===== config.mk =====
export PLATFORM = sky130hd
export DESIGN_NAME = ffsot_cell
export DESIGN_NICKNAME = d
export VERILOG_FILES = /design/src/sv/assert_macros.svh /design/src/sv/ffsot_pkg.sv /design/src/sv/ffsot_cell.sv
export SDC_FILE = /design/constraint.sdc
export NUM_CORES = 1
export LEC_CHECK = 0
export BUFFER_PORTS_ARGS = -buffer_cell sky130_fd_sc_hd__buf_4
export CORE_ASPECT_RATIO = 0.75
export CORE_MARGIN = 4
export CORE_UTILIZATION = 25
export CTS_CLUSTER_SIZE = 24
export DETAILED_ROUTE_END_ITERATION = 10
export GPL_TIMING_DRIVEN = 0
export SLEW_MARGIN = 25
export SYNTH_ARGS = -nofsm -noshare
export SYNTH_HDL_FRONTEND = slang
export SYNTH_SLANG_ARGS = --single-unit

===== constraint.sdc =====
create_clock -name clk -period 1.3 [get_ports clk]
set_input_delay 0 -clock clk [delete_from_list [all_inputs] [get_ports clk]]
set_output_delay 0 -clock clk [all_outputs]
set_load 0.05 [all_outputs]

===== src/sv/assert_macros.svh =====
// Assertion macros shared by the slot table RTL.
`ifndef ASSERT_MACROS_SVH
`define ASSERT_MACROS_SVH

// Check that cons holds in the same cycle as ante.
`define FFSOT_ASSERT_IMP(lbl, clk_s, rstn_s, ante, cons, msg) \
    lbl: assert property (@(posedge clk_s) disable iff (!rstn_s) (ante) |-> (cons)) \
        else $error(msg);

// Check that cons holds in the cycle after ante.
`define FFSOT_ASSERT_NXT(lbl, clk_s, rstn_s, ante, cons, msg) \
    lbl: assert property (@(posedge clk_s) disable iff (!rstn_s) (ante) |=> (cons)) \
        else $error(msg);

`endif


===== src/sv/ffsot_pkg.sv =====
// Shared types and constants for the first-free slot owner table.
`default_nettype none

package ffsot_pkg;

    localparam int OWNER_W = 16;
    localparam int COUNT_W = 9;
    localparam int FUNC_W  = 2;
    localparam int SEAT_W  = 9;

    typedef enum logic [FUNC_W-1:0] {
        FUNC_RESERVE = 2'd0,
        FUNC_RELEASE = 2'd1,
        FUNC_QUERY   = 2'd2
    } func_t;

    typedef struct packed {
        logic  valid;
        func_t func;
        logic  done;
        logic  err;
    } tok_ctl_t;

endpackage

`default_nettype wire


===== src/sv/ffsot_cell.sv =====
// One slot of the table: holds an owner and serves the request token passing by.
`default_nettype none

module ffsot_cell #(
    parameter int SLOT_W = 9
) (
    input  logic                       clk,
    input  logic                       rst_n,
    input  logic                       clear,
    input  ffsot_pkg::tok_ctl_t        ctl_in,
    input  logic [ffsot_pkg::OWNER_W-1:0] pid_in,
    input  logic [SLOT_W-1:0]          slot_in,
    input  logic [SLOT_W-1:0]          tgt_in,
    input  logic [ffsot_pkg::OWNER_W-1:0] val_in,
    output ffsot_pkg::tok_ctl_t        ctl_out,
    output logic [ffsot_pkg::OWNER_W-1:0] pid_out,
    output logic [SLOT_W-1:0]          slot_out,
    output logic [SLOT_W-1:0]          tgt_out,
    output logic [ffsot_pkg::OWNER_W-1:0] val_out
);
    import ffsot_pkg::*;

    logic                occupied_reg;
    logic                occupied_next;
    logic [OWNER_W-1:0]  owner_reg;
    logic                owner_we;
    tok_ctl_t            ctl_reg;
    tok_ctl_t            ctl_next;
    logic [OWNER_W-1:0]  pid_reg;
    logic [SLOT_W-1:0]   slot_reg;
    logic [SLOT_W-1:0]   tgt_reg;
    logic [OWNER_W-1:0]  val_reg;
    logic [OWNER_W-1:0]  val_next;
    logic                hit;

    assign hit = (tgt_in == slot_in);

    always_comb
    begin
        ctl_next      = ctl_in;
        val_next      = val_in;
        occupied_next = occupied_reg;
        owner_we      = 1'b0;
        if (ctl_in.valid && !ctl_in.done)
        begin
            case (ctl_in.func)
                FUNC_RESERVE:
                begin
                    if (!occupied_reg)
                    begin
                        occupied_next = 1'b1;
                        owner_we      = 1'b1;
                        ctl_next.done = 1'b1;
                        val_next      = OWNER_W'(slot_in);
                    end
                end
                FUNC_RELEASE:
                begin
                    if (hit)
                    begin
                        ctl_next.done = 1'b1;
                        if (occupied_reg)
                        begin
                            val_next      = owner_reg;
                            occupied_next = 1'b0;
                        end
                        else
                        begin
                            ctl_next.err = 1'b1;
                        end
                    end
                end
                FUNC_QUERY:
                begin
                    if (hit)
                    begin
                        ctl_next.done = 1'b1;
                        val_next      = occupied_reg ? owner_reg : '0;
                    end
                end
                default:
                begin
                    ctl_next.done = 1'b1;
                    ctl_next.err  = 1'b1;
                end
            endcase
        end
        if (clear)
        begin
            occupied_next = 1'b0;
        end
    end

    always_ff @(posedge clk or negedge rst_n)
    begin
        if (!rst_n)
        begin
            occupied_reg <= 1'b0;
            ctl_reg      <= '0;
        end
        else
        begin
            occupied_reg <= occupied_next;
            ctl_reg      <= ctl_next;
        end
    end

    always_ff @(posedge clk)
    begin
        if (owner_we)
        begin
            owner_reg <= pid_in;
        end
        pid_reg  <= pid_in;
        slot_reg <= slot_in + SLOT_W'(1);
        tgt_reg  <= tgt_in;
        val_reg  <= val_next;
    end

    assign ctl_out  = ctl_reg;
    assign pid_out  = pid_reg;
    assign slot_out = slot_reg;
    assign tgt_out  = tgt_reg;
    assign val_out  = val_reg;

endmodule

`default_nettype wire


# Word-level counts from Yosys, hierarchy flattened
# Index checks and enable logic that the tools add are counted.
[totals]
register_bits = 72
wordCells = 43
out_inout_bits = 55
inputBits = 58
[op_classes]
n_eq_ne = 4
mux = 21
addsub = 1
n_reduce_logical = 7
[ops]
columns = ["cell", "n"]
rows = [
  ["$mux W16", 6],
  ["$pmux W16 S3", 1],
  ["$add A9 B1 Y9 const B", 1],
  ["$eq A9 B9 Y1", 1],
  ["$mux W1", 9],
  ["$mux W2", 2],
  ["$pmux W1 S2", 2],
  ["$ne A3 B3 Y1 const B", 1],
  ["$pmux W1 S3", 1],
  ["$reduce_and A3 Y1", 1],
  ["$reduce_bool A3 Y1", 1],
  ["$eq A2 B1 Y1 const B", 1],
  ["$eq A2 B2 Y1 const B", 1],
  ["$logic_not A2 Y1", 1],
  ["$reduce_bool A2 Y1", 1],
  ["$reduce_or A2 Y1", 1],
  ["$logic_and A1 B1 Y1", 1],
  ["$logic_not A1 Y1", 1],
]

# Depth between registers and ports, before layout
[depth]
word_depth = 5
ltp_mapped = 7

# Least setup slack after synthesis
# No wires, ideal clock.
[synth_path]
path_kind = "flip-flop to flip-flop"
start = "register occupied_reg"
end = "register val_reg[0], in the netlist val_out[0]"
t_arrival_ns = 1.255
path_slack_ns = -0.081
period_less_slack_ns = 1.381
path_stages_with_launch = 5
cell_sequence = "dfrtp_1 > nor2_1 > buf_2 > mux2i_1 > o2bb2ai_1"
[synth_between]
elab_chain_len = 4
word_cells_on_any_way = 7
classes_between = "mux (7)"
[synth_rtl]
columns = ["element", "line_no", "text"]
rows = [
  ["start, declared", "ffsot_cell.sv:23", "logic occupied_reg;"],
  ["start signal, assigned", "ffsot_cell.sv:103", "occupied_reg <= occupied_next;"],
  ["$mux W16, on equally long branches", "ffsot_cell.sv:78, ffsot_cell.sv:62", ""],
  ["$mux W16, on equally long branches", "ffsot_cell.sv:75, ffsot_cell.sv:59", ""],
  ["$pmux W16 S3 *", "ffsot_cell.sv:46", "case (ctl_in.func)"],
  ["$mux W16 *", "ffsot_cell.sv:44", "if (ctl_in.valid && !ctl_in.done)"],
  ["net val_next[0]", "ffsot_cell.sv:33", "logic [OWNER_W-1:0] val_next;"],
  ["end signal, assigned", "ffsot_cell.sv:117", "val_reg <= val_next;"],
  ["end, declared", "ffsot_cell.sv:32", "logic [OWNER_W-1:0] val_reg;"],
]
# Mark *: on every way through the listed nets, which the timed path passes. The rest lies on a longest branch.
# A chain may end at the register's enable or synchronous reset.

# Worst setup path in the final report
[layout_path]
start = "register occupied_reg"
end = "register val_reg[13], in the netlist val_out[13]"
# The elaborated chain is that of the path after synthesis.

==> impl_metrics.xml <==
<?xml version="1.0" encoding="UTF-8"?>
<metrics>
  <group name="outcome">
    <metric name="status" unit="">finished with violations</metric>
    <metric name="violations" unit="">negative hold slack</metric>
  </group>
  <group name="floorplan">
    <metric name="core_area" unit="mm2">0.008708</metric>
    <metric name="die-height" unit="um">90.97</metric>
    <metric name="start_util" unit="%">26.35</metric>
    <metric name="top_level_ports" unit="">113</metric>
    <metric name="die_width" unit="um">118.6</metric>
    <metric name="placementRows" unit="">29</metric>
    <metric name="floorplan.die_area" unit="mm2">0.01079</metric>
  </group>
  <group name="critical_path">
    <metric name="cp-end-kind" unit="">flop</metric>
    <metric name="startpoint" unit="">occupied_reg$_DFFE_PN0P_</metric>
    <metric name="crit_arrival" unit="ns">1.51</metric>
    <metric name="timing.reg2reg.worst_path_depth" unit="">5</metric>
    <metric name="highest_fanout_seen_on_the_critical_path" unit="">10</metric>
    <metric name="crit_required" unit="ns">1.52</metric>
    <metric name="worst-setup-path-type" unit="">flop to flop</metric>
    <metric name="register_to_register_setup_slack" unit="ns">0.007</metric>
    <metric name="r2r-end" unit="">val_out[13]$_DFF_P_</metric>
    <metric name="reg2reg_from" unit="">occupied_reg$_DFFE_PN0P_</metric>
    <metric name="startpoint_type_of_the_worst_setup_path" unit="">flop</metric>
  </group>
  <group name="clock_tree">
    <metric name="tritoncts" unit="">yes</metric>
    <metric name="post_cts_hold_buffer_count" unit="">59</metric>
    <metric name="number_of_clock_buffers_inserted_by_tritoncts" unit="">9</metric>
    <metric name="worstSkewPairLatency" unit="ns">0.32</metric>
    <metric name="max-clock-path-buffers" unit="">2</metric>
    <metric name="cts_root_buffer" unit="">sky130_fd_sc_hd__clkbuf_16</metric>
    <metric name="h-tree-depth" unit="">3</metric>
    <metric name="tritoncts_sinks" unit="">72</metric>
    <metric name="path_clk_slew" unit="ns">0.06</metric>
  </group>
  <group name="logic_synthesis">
    <metric name="syn_area" unit="mm2">0.002295</metric>
    <metric name="synth.yosys.seq_area_share" unit="%">71.10</metric>
    <metric name="ys.warnings.count" unit="">0</metric>
    <metric name="yosysTopAreaCellShare" unit="%">43.62</metric>
    <metric name="synth_nets" unit="">216</metric>
    <metric name="yosys.cell_types.count" unit="">29</metric>
    <metric name="postSynthRegisterBits" unit="">72</metric>
    <metric name="synth.area.top_cells" unit="">sky130_fd_sc_hd__dfxtp_1 44%, sky130_fd_sc_hd__edfxtp_1 21%, sky130_fd_sc_hd__dfrtp_1 6.5%, sky130_fd_sc_hd__xnor2_1 5.7%, sky130_fd_sc_hd__mux2i_1 3.9%</metric>
    <metric name="synthesis.instances" unit="">157</metric>
    <metric name="synth_area_leader_cell" unit="">sky130_fd_sc_hd__dfxtp_1</metric>
    <metric name="post_synth.cell_area_avg" unit="um2">14.62</metric>
  </group>
  <group name="worst_hold_path">
    <metric name="holdPathEnd" unit="">ctl_out[3]$_DFF_PN0_</metric>
    <metric name="holdCritPathClass" unit="">primary input to flop</metric>
    <metric name="holdPathStages" unit="">1</metric>
    <metric name="hold_path.startpoint" unit="">ctl_in[3]</metric>
  </group>
  <group name="sta">
    <metric name="hold_ws" unit="ns">-0.1313</metric>
    <metric name="timing.max_slew.rel_slack" unit="%">80.52</metric>
    <metric name="rsz0062_at_grt" unit="">true</metric>
    <metric name="finalSetupViolCount" unit="">0</metric>
    <metric name="tightest_slew" unit="ns">0.2885</metric>
    <metric name="fmax" unit="GHz">0.7732</metric>
    <metric name="timing.final.crit_period" unit="ns">1.293</metric>
    <metric name="report.final.slew_viol_count" unit="">0</metric>
    <metric name="hold_viol" unit="">3</metric>
    <metric name="final.setup.worst_slack" unit="ns">0.006629</metric>
    <metric name="worst_skew" unit="ns">0.006449</metric>
    <metric name="layout_worst_path_cycle_share" unit="%">99.49</metric>
  </group>
  <group name="final_layout">
    <metric name="antenna_cells" unit="">0</metric>
    <metric name="post_layout_nonfiller_instances" unit="">461</metric>
    <metric name="drive_gt1_share" unit="%">42.78</metric>
    <metric name="finalNetCount" unit="">407</metric>
    <metric name="synthToLayoutAreaGrowth" unit="%">89.15</metric>
  </group>
  <group name="job">
    <metric name="maxCapViolations" unit="">0</metric>
  </group>
  <group name="grt">
    <metric name="track_usage" unit="%">13.28</metric>
    <metric name="antenna_found_initial" unit="">0</metric>
    <metric name="maximum_number_of_pins_on_one_net_before_global_route_repair" unit="">15</metric>
    <metric name="first_pass_grt_wire_length" unit="um">11160</metric>
    <metric name="number_of_global_route_vias_before_repair" unit="">2127</metric>
    <metric name="gr-total-overflow" unit="">0</metric>
  </group>
  <group name="detailed_routing">
    <metric name="first_pass_iters" unit="">4</metric>
    <metric name="route.final.wire_length" unit="um">7077</metric>
    <metric name="final_antenna_net_count" unit="">0</metric>
    <metric name="routedWlPerCell" unit="um">15.35</metric>
    <metric name="routed-via-count" unit="">1948</metric>
    <metric name="route.detailed.vias_per_inst" unit="">4.226</metric>
    <metric name="drc" unit="">0</metric>
    <metric name="initialDrtViolationCount" unit="">36</metric>
  </group>
  <group name="power">
    <metric name="post-layout-total-power" unit="mW">5.955</metric>
    <metric name="power.leakage" unit="nW">1.851</metric>
    <metric name="max_ir_drop_vdd" unit="V">0.0006222</metric>
    <metric name="power_density" unit="mW/mm2">1372</metric>
  </group>
  <group name="placed_design">
    <metric name="hpwl_after_dpl" unit="um">4722</metric>
    <metric name="rd_place_congestion" unit="">0.6763</metric>
    <metric name="io_buffer_count" unit="">112</metric>
    <metric name="dp_worst_setup_slack" unit="ns">-0.3786</metric>
    <metric name="placed_cells" unit="">377</metric>
  </group>
</metrics>
per-stage QoR:
stage | util (%) | TNS (ns) | area [um2]
floorplan | - | 0 | 2297
global placement | 37.59 | -5.421 | 3273
detailed placement | 37.59 | -6.874 | 3273
CTS | 49.05 | -0.2135 | 4272
global route | 49.84 | -0.4328 | 4340
finish | 49.84 | 0 | 4340
logic make-up (layout without fill, tap and decap cells):
logic type | Yosys count | in the layout | share of synthesized area [%]
compound gates | 25 | 25 | 8.942
simple gates | 28 | 28 | 7.089
mux | 9 | 9 | 3.926
buf+inv | 5 | 201 | 1.908
flops | 72 | 72 | 71.10
xor+xnor | 17 | 17 | 6.489
fa+ha+maj | 1 | 1 | 0.5452
Yosys cell counts:
cell type and n:
sky130_fd_sc_hd__a22o_1 6, sky130_fd_sc_hd__a31o_2 1, sky130_fd_sc_hd__a31oi_1 2, sky130_fd_sc_hd__and2_1 1
sky130_fd_sc_hd__and2b_1 1, sky130_fd_sc_hd__and3_1 3, sky130_fd_sc_hd__buf_12 1, sky130_fd_sc_hd__buf_2 1
sky130_fd_sc_hd__buf_6 1, sky130_fd_sc_hd__dfrtp_1 6, sky130_fd_sc_hd__dfxtp_1 50, sky130_fd_sc_hd__edfxtp_1 16
sky130_fd_sc_hd__ha_1 1, sky130_fd_sc_hd__inv_1 2, sky130_fd_sc_hd__mux2i_1 9, sky130_fd_sc_hd__nand2_1 5
sky130_fd_sc_hd__nand2b_1 1, sky130_fd_sc_hd__nand3_1 7, sky130_fd_sc_hd__nand4_1 4, sky130_fd_sc_hd__nor2_1 3
sky130_fd_sc_hd__nor3_1 1, sky130_fd_sc_hd__nor3_4 1, sky130_fd_sc_hd__nor4_2 1, sky130_fd_sc_hd__o21ai_0 2
sky130_fd_sc_hd__o2bb2ai_1 10, sky130_fd_sc_hd__o31ai_1 1, sky130_fd_sc_hd__o41ai_1 3, sky130_fd_sc_hd__xnor2_1 15
sky130_fd_sc_hd__xor2_1 2
cell usage in the layout (no fill, tap or decap), types with 3 or more instances in the layout:
cell type / synthesis / routed
sky130_fd_sc_hd__mux2i_1: 9 / 8
sky130_fd_sc_hd__xnor2_1: 15 / 15
sky130_fd_sc_hd__o2bb2ai_1: 10 / 9
sky130_fd_sc_hd__buf_4: 0 / 118
sky130_fd_sc_hd__nand3_1: 7 / 6
sky130_fd_sc_hd__dfxtp_1: 50 / 50
sky130_fd_sc_hd__dfrtp_1: 6 / 5
sky130_fd_sc_hd__a22o_1: 6 / 6
sky130_fd_sc_hd__nand2_1: 5 / 5
sky130_fd_sc_hd__o41ai_1: 3 / 3
sky130_fd_sc_hd__and3_1: 3 / 3
sky130_fd_sc_hd__dlygate4sd3_1: 0 / 59
sky130_fd_sc_hd__edfxtp_1: 16 / 16
sky130_fd_sc_hd__nand4_1: 4 / 4
sky130_fd_sc_hd__clkbuf_16: 0 / 9
sky130_fd_sc_hd__buf_6: 1 / 3
worst max-delay path by stage:
stage	endpoint	slack (ns)	cells after the start
6_report	val_out[13]$_DFF_P_	0.007	5
4_1_cts	val_out[15]$_DFF_P_	-0.02	4
3_3_place_gp	val_out[14]$_DFF_P_	-0.31	5
2_1_floorplan	val_out[14]$_DFF_P_	0.03	5
3_5_place_dp	val_out[14]$_DFF_P_	-0.38	5
5_1_grt	val_out[3]$_DFF_P_	-0.06	6
area by class of cell:
class	instances	area, um2
plain buffers	3	51.30
repair buffers	180	1531
multi-input cells	80	676.9
inverters	2	7.507
flip-flops and latches	72	1633
clock buffers	9	225.2
clock inverters	7	80.08
well taps	108	135.1
fillers	792	4368
worst max-delay path, stage by stage (launching register included):
cell and delay, ns:
sky130_fd_sc_hd__dfrtp_2 0.45, sky130_fd_sc_hd__buf_4 0.15, sky130_fd_sc_hd__and3_1 0.15, sky130_fd_sc_hd__buf_6 0.14
sky130_fd_sc_hd__buf_12 0.14, sky130_fd_sc_hd__a22o_1 0.17
power by group:
part	switching, mW	leakage (nW)	internal [mW]
sequential	0.0343	0.637	2.40
combinational	0.597	1.07	0.449
clock	0.963	0.148	1.51
total	1.59	1.85	4.36
layer usage:
layer,global-route usage [%],vias up,share of wire (%)
li1,-,959,-
met1,15.46,922,41
met2,22.65,65,51
met3,5.839,2,8.2
met4,3.182,0,0.24
met5,0,-,0
timing repair:
| action | in CTS | in global routing |
|---|---|---|
| pin swaps | 1 | 9 |
| endpoints found under the hold margin | 78 | 2 |
| resized for setup | 12 | 6 |
| setup endpoints to repair | 32 | 16 |
| buffers inserted | 4 | 4 |
| gates cloned | 1 | 0 |
Power figures use the tool's default switching activity.
